**src/sv/pif_pkg.sv**
```systemverilog
// Shared types, codes and character helpers of the printf integer field formatter.
package pif_pkg;

  localparam int NDIG    = 22;
  localparam int DIG_W   = 4 * NDIG;
  localparam int OUT_CAP = 63;

  localparam logic [2:0] KIND_SDEC = 3'd0;
  localparam logic [2:0] KIND_UDEC = 3'd1;
  localparam logic [2:0] KIND_OCT  = 3'd2;
  localparam logic [2:0] KIND_HEXL = 3'd3;
  localparam logic [2:0] KIND_HEXU = 3'd4;
  localparam logic [2:0] KIND_PTR  = 3'd5;

  localparam logic [1:0] SIZE_WORD  = 2'd0;
  localparam logic [1:0] SIZE_SHORT = 2'd1;
  localparam logic [1:0] SIZE_LONG  = 2'd2;

  localparam logic [7:0] ASCII_SPACE = 8'h20;
  localparam logic [7:0] ASCII_PLUS  = 8'h2b;
  localparam logic [7:0] ASCII_MINUS = 8'h2d;
  localparam logic [7:0] ASCII_ZERO  = 8'h30;
  localparam logic [7:0] ASCII_LX    = 8'h78;
  localparam logic [7:0] ASCII_UX    = 8'h58;
  localparam logic [7:0] ALPHA_LO_OFS = 8'h57;
  localparam logic [7:0] ALPHA_UP_OFS = 8'h37;

  typedef enum logic [2:0] {
    SEL_SPACE,
    SEL_SIGN,
    SEL_PFX0,
    SEL_X,
    SEL_ZERO,
    SEL_DIGIT
  } chsel_t;

  typedef struct packed {
    logic   load;
    logic   conv;
    logic   scan;
    logic   calc1;
    logic   calc2;
    logic   emit;
    chsel_t sel;
  } pif_cmd_t;

  typedef struct packed {
    logic dec;
    logic conv_last;
    logic scan_done;
    logic left;
    logic has_sign;
    logic hdr_nz;
    logic hdr2;
    logic pad_nz;
    logic pad_one;
    logic zero_nz;
    logic zero_one;
    logic dig_one;
    logic emit_ok;
  } pif_sts_t;

  function automatic logic [7:0] digit_char(input logic [3:0] d, input logic upper);
    logic [7:0] ch;
    if (d < 4'd10) begin
      ch = ASCII_ZERO + {4'b0, d};
    end else if (upper) begin
      ch = ALPHA_UP_OFS + {4'b0, d};
    end else begin
      ch = ALPHA_LO_OFS + {4'b0, d};
    end
    return ch;
  endfunction

endpackage

```
**src/sv/printf_integer_field_formatter.sv**
```systemverilog
// Steps per item: load, decimal conversion by the shift-add-3 converter (passed over for octal and hex),
// leading-zero scan, sizing in the CALC1, CALC2 and PLAN states, then the first character is registered.
// Throughput: one character per cycle in the emission phase while the sink is ready.
// Reset: synchronous, active low; it clears the sequencer and the output valid.
// A new item is taken once the last character of the previous one sits in the output register.
module printf_integer_field_formatter import pif_pkg::*; #(
  parameter int FIELD_MAX = 64
) (
  input  logic        clk,
  input  logic        rst_n,
  input  logic        in_tvalid,
  output logic        in_tready,
  input  logic [87:0] in_tdata,   // flag_left, flag_plus, flag_zero, flag_space, flag_alt,
                                  // size_mode[1:0], field_width[5:0], precision[5:0], value[63:0]
  input  logic [2:0]  in_tuser,   // func[2:0]
  output logic        out_tvalid,
  input  logic        out_tready,
  output logic [7:0]  out_tdata,  // ch[7:0]
  output logic        out_tlast
);

  pif_cmd_t cmd;
  pif_sts_t sts;

  pif_ctrl u_ctrl (
    .clk      (clk),
    .rst_n    (rst_n),
    .in_valid (in_tvalid),
    .in_ready (in_tready),
    .sts      (sts),
    .cmd      (cmd)
  );

  pif_dpath #(
    .FIELD_MAX (FIELD_MAX)
  ) u_dpath (
    .clk       (clk),
    .rst_n     (rst_n),
    .cmd       (cmd),
    .sts       (sts),
    .in_func   (in_tuser),
    .in_data   (in_tdata),
    .out_ready (out_tready),
    .out_valid (out_tvalid),
    .out_ch    (out_tdata),
    .out_last  (out_tlast)
  );

`ifndef SYNTHESIS
  a_busy_after_accept: assert property (@(posedge clk) disable iff (!rst_n)
    in_tvalid && in_tready |=> !in_tready)
    else $error("input accepted again in the cycle after a beat");

  a_printable: assert property (@(posedge clk) disable iff (!rst_n)
    out_tvalid |-> (out_tdata >= 8'h20) && (out_tdata <= 8'h7a))
    else $error("output beat carries a character outside the field alphabet");

  a_reset_clears: assert property (@(posedge clk)
    !rst_n |=> !out_tvalid)
    else $error("output valid set after reset");
`endif

endmodule

```
**src/sv/pif_ctrl.sv**
```systemverilog
// Sequencer of the printf integer field formatter: conversion, scan, sizing and emission phases.
module pif_ctrl import pif_pkg::*; (
  input  logic     clk,
  input  logic     rst_n,
  input  logic     in_valid,
  output logic     in_ready,
  input  pif_sts_t sts,
  output pif_cmd_t cmd
);

  typedef enum logic [3:0] {
    S_IDLE,
    S_CONV,
    S_SCAN,
    S_CALC1,
    S_CALC2,
    S_PLAN,
    S_PADL,
    S_SIGN,
    S_PFX0,
    S_PFXX,
    S_ZERO,
    S_DIG,
    S_PADR
  } state_t;

  state_t state_r;
  state_t state_nxt;
  state_t after_digs;
  state_t from_zeros;
  state_t from_pfx0;
  state_t from_sign;
  state_t from_padl;

  assign in_ready = (state_r == S_IDLE);

  always_comb begin
    after_digs = (sts.left && sts.pad_nz) ? S_PADR : S_IDLE;
    from_zeros = sts.zero_nz ? S_ZERO : S_DIG;
    from_pfx0  = sts.hdr_nz ? S_PFX0 : from_zeros;
    from_sign  = sts.has_sign ? S_SIGN : from_pfx0;
    from_padl  = (!sts.left && sts.pad_nz) ? S_PADL : from_sign;
  end

  always_comb begin
    cmd       = '0;
    cmd.sel   = SEL_SPACE;
    state_nxt = state_r;
    case (state_r)
      S_IDLE: begin
        cmd.load = in_valid;
        if (in_valid) state_nxt = S_CONV;
      end
      S_CONV: begin
        if (!sts.dec) begin
          state_nxt = S_SCAN;
        end else begin
          cmd.conv = 1'b1;
          if (sts.conv_last) state_nxt = S_SCAN;
        end
      end
      S_SCAN: begin
        if (sts.scan_done) state_nxt = S_CALC1;
        else cmd.scan = 1'b1;
      end
      S_CALC1: begin
        cmd.calc1 = 1'b1;
        state_nxt = S_CALC2;
      end
      S_CALC2: begin
        cmd.calc2 = 1'b1;
        state_nxt = S_PLAN;
      end
      S_PLAN: begin
        state_nxt = from_padl;
      end
      S_PADL: begin
        cmd.sel  = SEL_SPACE;
        cmd.emit = sts.emit_ok;
        if (sts.emit_ok && sts.pad_one) state_nxt = from_sign;
      end
      S_SIGN: begin
        cmd.sel  = SEL_SIGN;
        cmd.emit = sts.emit_ok;
        if (sts.emit_ok) state_nxt = from_pfx0;
      end
      S_PFX0: begin
        cmd.sel  = SEL_PFX0;
        cmd.emit = sts.emit_ok;
        if (sts.emit_ok) state_nxt = sts.hdr2 ? S_PFXX : from_zeros;
      end
      S_PFXX: begin
        cmd.sel  = SEL_X;
        cmd.emit = sts.emit_ok;
        if (sts.emit_ok) state_nxt = from_zeros;
      end
      S_ZERO: begin
        cmd.sel  = SEL_ZERO;
        cmd.emit = sts.emit_ok;
        if (sts.emit_ok && sts.zero_one) state_nxt = S_DIG;
      end
      S_DIG: begin
        cmd.sel  = SEL_DIGIT;
        cmd.emit = sts.emit_ok;
        if (sts.emit_ok && sts.dig_one) state_nxt = after_digs;
      end
      S_PADR: begin
        cmd.sel  = SEL_SPACE;
        cmd.emit = sts.emit_ok;
        if (sts.emit_ok && sts.pad_one) state_nxt = S_IDLE;
      end
      default: begin
        state_nxt = S_IDLE;
      end
    endcase
  end

  always_ff @(posedge clk) begin
    if (!rst_n) begin
      state_r <= S_IDLE;
    end else begin
      state_r <= state_nxt;
    end
  end

endmodule

```
**src/sv/pif_dpath.sv**
```systemverilog
// Datapath of the printf integer field formatter: operand prep, digit conversion, sizing and output register.
module pif_dpath import pif_pkg::*; #(
  parameter int FIELD_MAX = 64
) (
  input  logic        clk,
  input  logic        rst_n,
  input  pif_cmd_t    cmd,
  output pif_sts_t    sts,
  input  logic [2:0]  in_func,
  input  logic [87:0] in_data,
  input  logic        out_ready,
  output logic        out_valid,
  output logic [7:0]  out_ch,
  output logic        out_last
);

  localparam int LIMIT = (FIELD_MAX - 1 > OUT_CAP) ? OUT_CAP : FIELD_MAX - 1;
  localparam logic signed [7:0] LIMIT_S = 8'(LIMIT);
  localparam logic [5:0] LIMIT_U = 6'(LIMIT);

  // Input fields.
  logic        flag_left;
  logic        flag_plus;
  logic        flag_zero;
  logic        flag_space;
  logic        flag_alt;
  logic [1:0]  size_mode;
  logic [5:0]  field_width;
  logic [5:0]  precision;
  logic [63:0] value;

  assign flag_left   = in_data[0];
  assign flag_plus   = in_data[1];
  assign flag_zero   = in_data[2];
  assign flag_space  = in_data[3];
  assign flag_alt    = in_data[4];
  assign size_mode   = in_data[6:5];
  assign field_width = in_data[12:7];
  assign precision   = in_data[18:13];
  assign value       = in_data[82:19];

  // Operand preparation.
  logic             is_ptr;
  logic             is_sdec;
  logic             is_oct;
  logic             is_hex;
  logic             is_dec;
  logic             upper;
  logic [1:0]       size_eff;
  logic [63:0]      ext;
  logic             msb;
  logic             neg;
  logic [63:0]      mag;
  logic             left_eff;
  logic             zero_eff;
  logic [5:0]       prec_eff;
  logic [1:0]       hdr;
  logic             sign;
  logic [7:0]       sign_ch;
  logic [65:0]      m66;
  logic [DIG_W-1:0] dig_init;

  always_comb begin
    is_ptr  = (in_func == KIND_PTR);
    is_sdec = (in_func == KIND_SDEC);
    is_oct  = (in_func == KIND_OCT);
    is_hex  = (in_func == KIND_HEXL) || (in_func == KIND_HEXU) || is_ptr;
    is_dec  = !is_oct && !is_hex;
    upper   = (in_func == KIND_HEXU) || is_ptr;
    size_eff = is_ptr ? SIZE_WORD : size_mode;
    case (size_eff)
      SIZE_LONG: begin
        ext = value;
        msb = value[63];
      end
      SIZE_SHORT: begin
        msb = value[15];
        ext = (is_sdec && msb) ? {{48{1'b1}}, value[15:0]} : {48'b0, value[15:0]};
      end
      default: begin
        msb = value[31];
        ext = (is_sdec && msb) ? {{32{1'b1}}, value[31:0]} : {32'b0, value[31:0]};
      end
    endcase
    neg      = is_sdec && msb;
    mag      = neg ? (~ext + 64'd1) : ext;
    left_eff = flag_left && !is_ptr;
    zero_eff = flag_zero && !is_ptr && (precision == 6'd0);
    if (zero_eff && !left_eff) prec_eff = field_width;
    else if (is_ptr) prec_eff = 6'd8;
    else prec_eff = precision;
    if (flag_alt && (ext != 64'd0) && is_hex) hdr = 2'd2;
    else if (flag_alt && (ext != 64'd0) && is_oct) hdr = 2'd1;
    else hdr = 2'd0;
    sign = is_sdec && (neg || flag_plus || flag_space);
    if (neg) sign_ch = ASCII_MINUS;
    else if (flag_plus) sign_ch = ASCII_PLUS;
    else sign_ch = ASCII_SPACE;
    m66 = {2'b00, ext};
    dig_init = '0;
    for (int i = 0; i < NDIG; i++) begin
      if (is_oct) dig_init[4*i +: 4] = {1'b0, m66[3*i +: 3]};
      else if (is_hex && i < 16) dig_init[4*i +: 4] = ext[4*i +: 4];
    end
  end

  // Stored operand and field layout.
  logic             dec_r;
  logic             upper_r;
  logic             left_r;
  logic             sign_r;
  logic [7:0]       sign_ch_r;
  logic [1:0]       hdr_r;
  logic [5:0]       prec_r;
  logic [5:0]       width_r;
  logic [63:0]      bin_r;
  logic [DIG_W-1:0] dig_r;
  logic [5:0]       step_r;
  logic [4:0]       ndig_r;
  logic [5:0]       zeros_r;
  logic [5:0]       pad_r;
  logic [5:0]       rem_r;
  logic             out_valid_r;
  logic [7:0]       out_ch_r;
  logic             out_last_r;

  // Binary to BCD step: add three to every digit of five or more, then shift.
  logic [DIG_W-1:0] adj;
  logic [DIG_W-1:0] dig_nxt;

  always_comb begin
    for (int i = 0; i < NDIG; i++) begin
      adj[4*i +: 4] = (dig_r[4*i +: 4] >= 4'd5) ? dig_r[4*i +: 4] + 4'd3 : dig_r[4*i +: 4];
    end
    dig_nxt = {adj[DIG_W-2:0], bin_r[63]};
  end

  // Sizing of zero padding and space padding.
  logic [1:0]        hs;
  logic signed [7:0] p;
  logic signed [7:0] cap;
  logic signed [7:0] m;
  logic signed [7:0] d;
  logic [5:0]        zeros_nxt;
  logic [5:0]        w;
  logic [6:0]        len;
  logic [6:0]        wz;
  logic [6:0]        pad_nxt;
  logic [6:0]        total_nxt;

  always_comb begin
    hs  = hdr_r + {1'b0, sign_r};
    p   = $signed({2'b00, prec_r}) - $signed({6'b0, hs});
    cap = LIMIT_S - $signed({6'b0, hs});
    m   = (p < cap) ? p : cap;
    d   = m - $signed({3'b0, ndig_r});
    zeros_nxt = ((prec_r != 6'd0) && (d > 8'sd0)) ? d[5:0] : 6'd0;
    w   = (width_r > LIMIT_U) ? LIMIT_U : width_r;
    len = {2'b0, ndig_r} + {1'b0, zeros_r} + {5'b0, hs};
    wz  = {1'b0, w};
    pad_nxt   = (wz > len) ? wz - len : 7'd0;
    total_nxt = (wz > len) ? wz : len;
  end

  // Character of the current beat.
  logic [7:0] ch_nxt;

  always_comb begin
    case (cmd.sel)
      SEL_SPACE: ch_nxt = ASCII_SPACE;
      SEL_SIGN:  ch_nxt = sign_ch_r;
      SEL_PFX0:  ch_nxt = ASCII_ZERO;
      SEL_X:     ch_nxt = upper_r ? ASCII_UX : ASCII_LX;
      SEL_ZERO:  ch_nxt = ASCII_ZERO;
      SEL_DIGIT: ch_nxt = digit_char(dig_r[DIG_W-1 -: 4], upper_r);
      default:   ch_nxt = ASCII_SPACE;
    endcase
  end

  always_ff @(posedge clk) begin
    if (cmd.load) begin
      dec_r     <= is_dec;
      upper_r   <= upper;
      left_r    <= left_eff;
      sign_r    <= sign;
      sign_ch_r <= sign_ch;
      hdr_r     <= hdr;
      prec_r    <= prec_eff;
      width_r   <= field_width;
      bin_r     <= mag;
      dig_r     <= dig_init;
      step_r    <= 6'd0;
      ndig_r    <= 5'(NDIG);
    end else if (cmd.conv) begin
      dig_r  <= dig_nxt;
      bin_r  <= {bin_r[62:0], 1'b0};
      step_r <= step_r + 6'd1;
    end else if (cmd.scan) begin
      dig_r  <= dig_r << 4;
      ndig_r <= ndig_r - 5'd1;
    end
    if (cmd.calc1) zeros_r <= zeros_nxt;
    if (cmd.calc2) begin
      pad_r <= pad_nxt[5:0];
      rem_r <= total_nxt[5:0];
    end
    if (cmd.emit) begin
      out_ch_r   <= ch_nxt;
      out_last_r <= (rem_r == 6'd1);
      rem_r      <= rem_r - 6'd1;
      case (cmd.sel)
        SEL_SPACE: pad_r <= pad_r - 6'd1;
        SEL_ZERO:  zeros_r <= zeros_r - 6'd1;
        SEL_DIGIT: begin
          dig_r  <= dig_r << 4;
          ndig_r <= ndig_r - 5'd1;
        end
        default: begin
        end
      endcase
    end
  end

  always_ff @(posedge clk) begin
    if (!rst_n) begin
      out_valid_r <= 1'b0;
    end else if (cmd.emit) begin
      out_valid_r <= 1'b1;
    end else if (out_ready) begin
      out_valid_r <= 1'b0;
    end
  end

  always_comb begin
    sts.dec       = dec_r;
    sts.conv_last = (step_r == 6'd63);
    sts.scan_done = (dig_r[DIG_W-1 -: 4] != 4'd0) || (ndig_r == 5'd1);
    sts.left      = left_r;
    sts.has_sign  = sign_r;
    sts.hdr_nz    = (hdr_r != 2'd0);
    sts.hdr2      = (hdr_r == 2'd2);
    sts.pad_nz    = (pad_r != 6'd0);
    sts.pad_one   = (pad_r == 6'd1);
    sts.zero_nz   = (zeros_r != 6'd0);
    sts.zero_one  = (zeros_r == 6'd1);
    sts.dig_one   = (ndig_r == 5'd1);
    sts.emit_ok   = !out_valid_r || out_ready;
  end

  assign out_valid = out_valid_r;
  assign out_ch    = out_ch_r;
  assign out_last  = out_last_r;

endmodule

```
**config.mk**
```make
export PLATFORM = sky130hd
export DESIGN_NAME = printf_integer_field_formatter
export DESIGN_NICKNAME = d
export VERILOG_FILES = /design/src/sv/pif_pkg.sv /design/src/sv/printf_integer_field_formatter.sv /design/src/sv/pif_ctrl.sv /design/src/sv/pif_dpath.sv
export SDC_FILE = /design/constraint.sdc
export NUM_CORES = 1
export LEC_CHECK = 0
export BUFFER_PORTS_ARGS = -buffer_cell sky130_fd_sc_hd__buf_2
export CAP_MARGIN = 20
export CORE_AREA = 2 2 184 186
export CTS_CLUSTER_SIZE = 10
export DETAILED_ROUTE_END_ITERATION = 10
export DIE_AREA = 0 0 186 188
export MAX_ROUTING_LAYER = met4
export PLACE_DENSITY = 0.65
export SYNTH_ARGS = -nofsm -noshare
export SYNTH_HDL_FRONTEND = slang
export SYNTH_SLANG_ARGS = --single-unit
```
**constraint.sdc**
```tcl
create_clock -name clk -period 8.8 [get_ports clk]
set_clock_uncertainty 0.1 [all_clocks]
set_input_delay 0.88 -clock clk [delete_from_list [all_inputs] [get_ports clk]]
set_output_delay 0.88 -clock clk [all_outputs]
set_load 0.005 [all_outputs]
```
==> flow_metrics.tcl <==
set metrics [dict create \
    reg2reg_slack_ns 3.50 \
    clkSlewWorstSetupHoldPaths_ns 0.06 \
    die_width_um 186 \
    crit_start "u_dpath.sign_r$_DFFE_PP_" \
    worst-setup-path-type "reg2reg" \
    worst_r2r_path_depth 19 \
    total_leakage_power_nw 6.40 \
    globalRoute.totalOverflow 0 \
    wire_length_of_the_first_global_routing_pass_um 74100 \
    remaining_drc_errors 0 \
    floorplan.die_area_um2 35000 \
    drtAntennaViolNets 0 \
    post_detailed_route_via_to_cell_ratio 6.16 \
    hold_sp "u_dpath.step_r[1]$_SDFFE_PP0P_" \
    critPathCaptureType "flip-flop" \
    crit-reg2reg-launch "u_dpath.sign_r$_DFFE_PP_" \
    achievable-frequency_mhz 189 \
    grt_setup_unrepaired "false" \
    tightestPinTransition_ns 1.06 \
    synth_cell_types 76 \
    htree_levels 1 \
    setup_total_negative_slack_ns 0 \
    grt_max_degree 77 \
    antenna_found_initial 1 \
    finalSetupViolCount 0 \
    cts_tree "built" \
    critPathLaunchType "flip-flop" \
    critical_path.reg2reg.endpoint "u_dpath.zeros_r[0]$_DFF_P_" \
    synth_seq_cells 215 \
    ioPinCount 106 \
    period_minus_slack_ns 5.30 \
    outcome "completed" \
    vias 14900 \
    synth-simple-area-share_pct 17.4 \
    numPortBuffers 99 \
    drv_cap 0 \
    critPathRequiredTime_ns 9.11 \
    numClockSinks 215 \
    avgSynthCellArea_um2 8.06 \
    crit_arrival_ns 5.61 \
    slew-limit-headroom_pct 28.9 \
    hpwlAfterDp_um 32200 \
    stdcell_count 2419 \
    yosys_warnings 0 \
    synth_xor_xnor_area_share_pct 7.12 \
    worst_hold_class "reg2reg" \
    syn_inst 1939 \
    wl_um 46800 \
    largest_family_of_logic_cells_by_synthesized_area "compound AO/OA/AOI/OAI gates" \
    placeableCoreArea_um2 33100 \
    synth_edf_count 99 \
    yosysSeqAreaShare_pct 33.9 \
    die_height_um 188 \
    clkLatencyLatePin_ns 0.54 \
    cts_root_buffer "clkbuf_16" \
    postSynth.asyncResetShare_pct 0 \
    synth-compound-area-share_pct 28.2 \
    synth.area.mux_share_pct 0.609 \
    design.final.nets 2134 \
    worst_ir_drop_vdd_mv 0.254 \
    power.density_cell_area_nw_per_um2 339 \
    globalplace.congestion 0.926 \
    drt_pass1_iterations 6 \
    cts_made_buffers 27 \
    util_after_layout_pct 52.0 \
    initial_core_utilization_pct 47.2 \
    dr.first_iter.drc_count 1373 \
    antenna-diode-count 0 \
    layout_worst_path_cycle_share_pct 60.2 \
    crit_fanout 6 \
    placed_cell_area_um2 16400 \
    post_cts_hold_buffer_count 0 \
    post-route-cell-area_um2 17200 \
    count_of_cells_resized_by_post_cts_repair 0 \
    clock_tree.buffer_depth 3 \
    post_cts.repair.setup_buffers 0 \
    finalHoldViolCount 0 \
    hold_end "u_dpath.step_r[1]$_SDFFE_PP0P_" \
    row_count 67 \
    area_delta_synth_final_pct 10.1 \
    cells_after_dpl 2370 \
    syn-num-nets 2122 \
    netlist_area_um2 15600 \
    synth_top_flop_cell "dfxtp_1" \
    routed_length_per_placed_instance_um 19.4 \
    area_share_of_fa_ha_maj_cells_after_synthesis_pct 7.24 \
    first_global_vias 13900 \
    grt_util_all_layers_pct 27.1 \
    drv_slew 0 \
    share_of_layout_cells_above_drive_strength_1_pct 10.0 \
    min_path_cells 2 \
]
==> sequential cells by signal, summed over array words and instances, names as in the netlist, 4 cells and up <==
signal           count
u_dpath.dig_r       88
u_dpath.bin_r       64
u_dpath.out_ch       7
u_dpath.pad_r        6
u_dpath.prec_r       6
u_dpath.rem_r        6
u_dpath.step_r       6
u_dpath.width_r      6
u_dpath.zeros_r      6
u_dpath.ndig_r       5
u_ctrl.state_r       4
==> logic make-up (layout without fill, tap and decap cells) <==
group / after synthesis / in the layout
AOI/OAI and AO/OA: 715 / 715
muxes: 9 / 9
other: 1 / 1
adders and majority gates: 88 / 88
DFF: 215 / 215
and+or+nand+nor: 561 / 561
xor gates and xnor gates: 127 / 127
buffers and inverters: 223 / 255
==> cell type report <==
class,count,area (µm²)
timing repair buffer,121,661
clock buffer,49,848
inverter,85,319
multi-input combinational,1501,9530
sequential,215,5300
fill,3179,15900
tap,448,561
==> how the worst max path moves through the flow <==
stage | end | cells past startpoint
floorplan | u_dpath.zeros_r[0]$_DFF_P_ | 19
global placement | u_dpath.zeros_r[0]$_DFF_P_ | 19
detailed placement | u_dpath.hdr_r[0]$_SDFFCE_PP0P_ | 13
CTS | u_dpath.zeros_r[0]$_DFF_P_ | 19
global route | u_dpath.zeros_r[0]$_DFF_P_ | 19
finish | u_dpath.zeros_r[0]$_DFF_P_ | 19
==> placed cells by master, fill, tap and decap left out, types with 10 or more instances in the layout <==
cell type,netlist,routed
a211oi_1,10,10
a21o_1,14,14
a21oi_1,207,205
a221o_1,15,15
a221oi_1,10,10
a22o_1,10,10
a22oi_1,71,71
a31oi_1,13,13
a32oi_1,18,18
and2_1,11,11
buf_2,12,99
buf_4,1,22
clkbuf_1,112,13
clkbuf_16,0,27
dfxtp_1,116,116
edfxtp_1,99,99
ha_1,84,84
inv_1,85,84
nand2_1,204,201
nand2b_1,34,34
nand3_1,44,43
nor2_1,114,112
nor2b_1,16,16
nor3_1,49,48
nor4_1,19,19
o211ai_1,10,10
o21ai_0,224,224
o221ai_1,13,13
o22ai_1,15,15
o31ai_1,30,30
or3_1,12,12
or4_1,11,11
xnor2_1,68,68
xor2_1,59,59
==> stage by stage <==
stage               setup slack [ns]  total power [W]  hold WS, ns
finish                          3.50          0.00584        0.377
global route                    3.10          0.00631        0.396
CTS                             3.45          0.00583        0.376
detailed placement              3.48          0.00473        0.366
global placement                3.55          0.00465        0.362
floorplan                       4.08          0.00402        0.349
==> worst max-delay path, stage by stage (launching register included) <==
cell	delay, ns
edfxtp_1	0.45
ha_1	0.23
xnor2_1	0.49
inv_1	0.22
xnor2_1	0.17
ha_1	0.33
ha_1	0.27
nor2b_1	0.13
o21ai_0	0.15
a21oi_1	0.06
nand3_1	0.14
mux2_2	0.36
ha_1	0.20
fa_1	0.41
o21ai_0	0.19
a21oi_1	0.11
xnor2_1	0.15
or4b_2	0.64
a31oi_1	0.23
o221ai_1	0.14
==> where the power goes <==
part,internal (W),switching (W),total (W)
Combinational,0.00111,0.00170,0.00281
Sequential,0.00158,0.000370,0.00195
Clock,0.000641,0.000440,0.00108
==> cell usage after synthesis (all sizes together), types with 10 or more instances <==
cell      n  area (µm²)
o21ai   231        1160
a21oi   207        1040
nand2   204         766
dfxtp   116        2320
nor2    114         428
clkbuf  112         420
edfxtp   99        2970
inv      85         319
ha       84        1050
a22oi    71         533
xnor2    68         596
xor2     59         517
nor3     53         285
nand3    44         220
nand2b   34         213
o31ai    31         238
buf      26         124
nor4     20         131
a32oi    18         158
nor2b    16         100
a221o    15         150
o22ai    15        93.8
a21o     14         105
or3      14        97.6
a31oi    13        81.3
o221ai   13         114
or4      13         105
and2     11        68.8
a211oi   10        75.1
a221oi   10        87.6
a22o     10        87.6
o211ai   10        75.1
==> routing by layer <==
layer | vias to the layer above | part of all wire [%] | global-route usage (%)
met3 | 88 | 7.6 | 2.93
met2 | 623 | 46 | 42.3
met4 | 0 | 2.4 | 7.48
li1 | 7118 | - | -
met1 | 7069 | 44 | 37.1
met5 | - | 0 | -
Note: power is estimated with default switching activity, not from simulation.
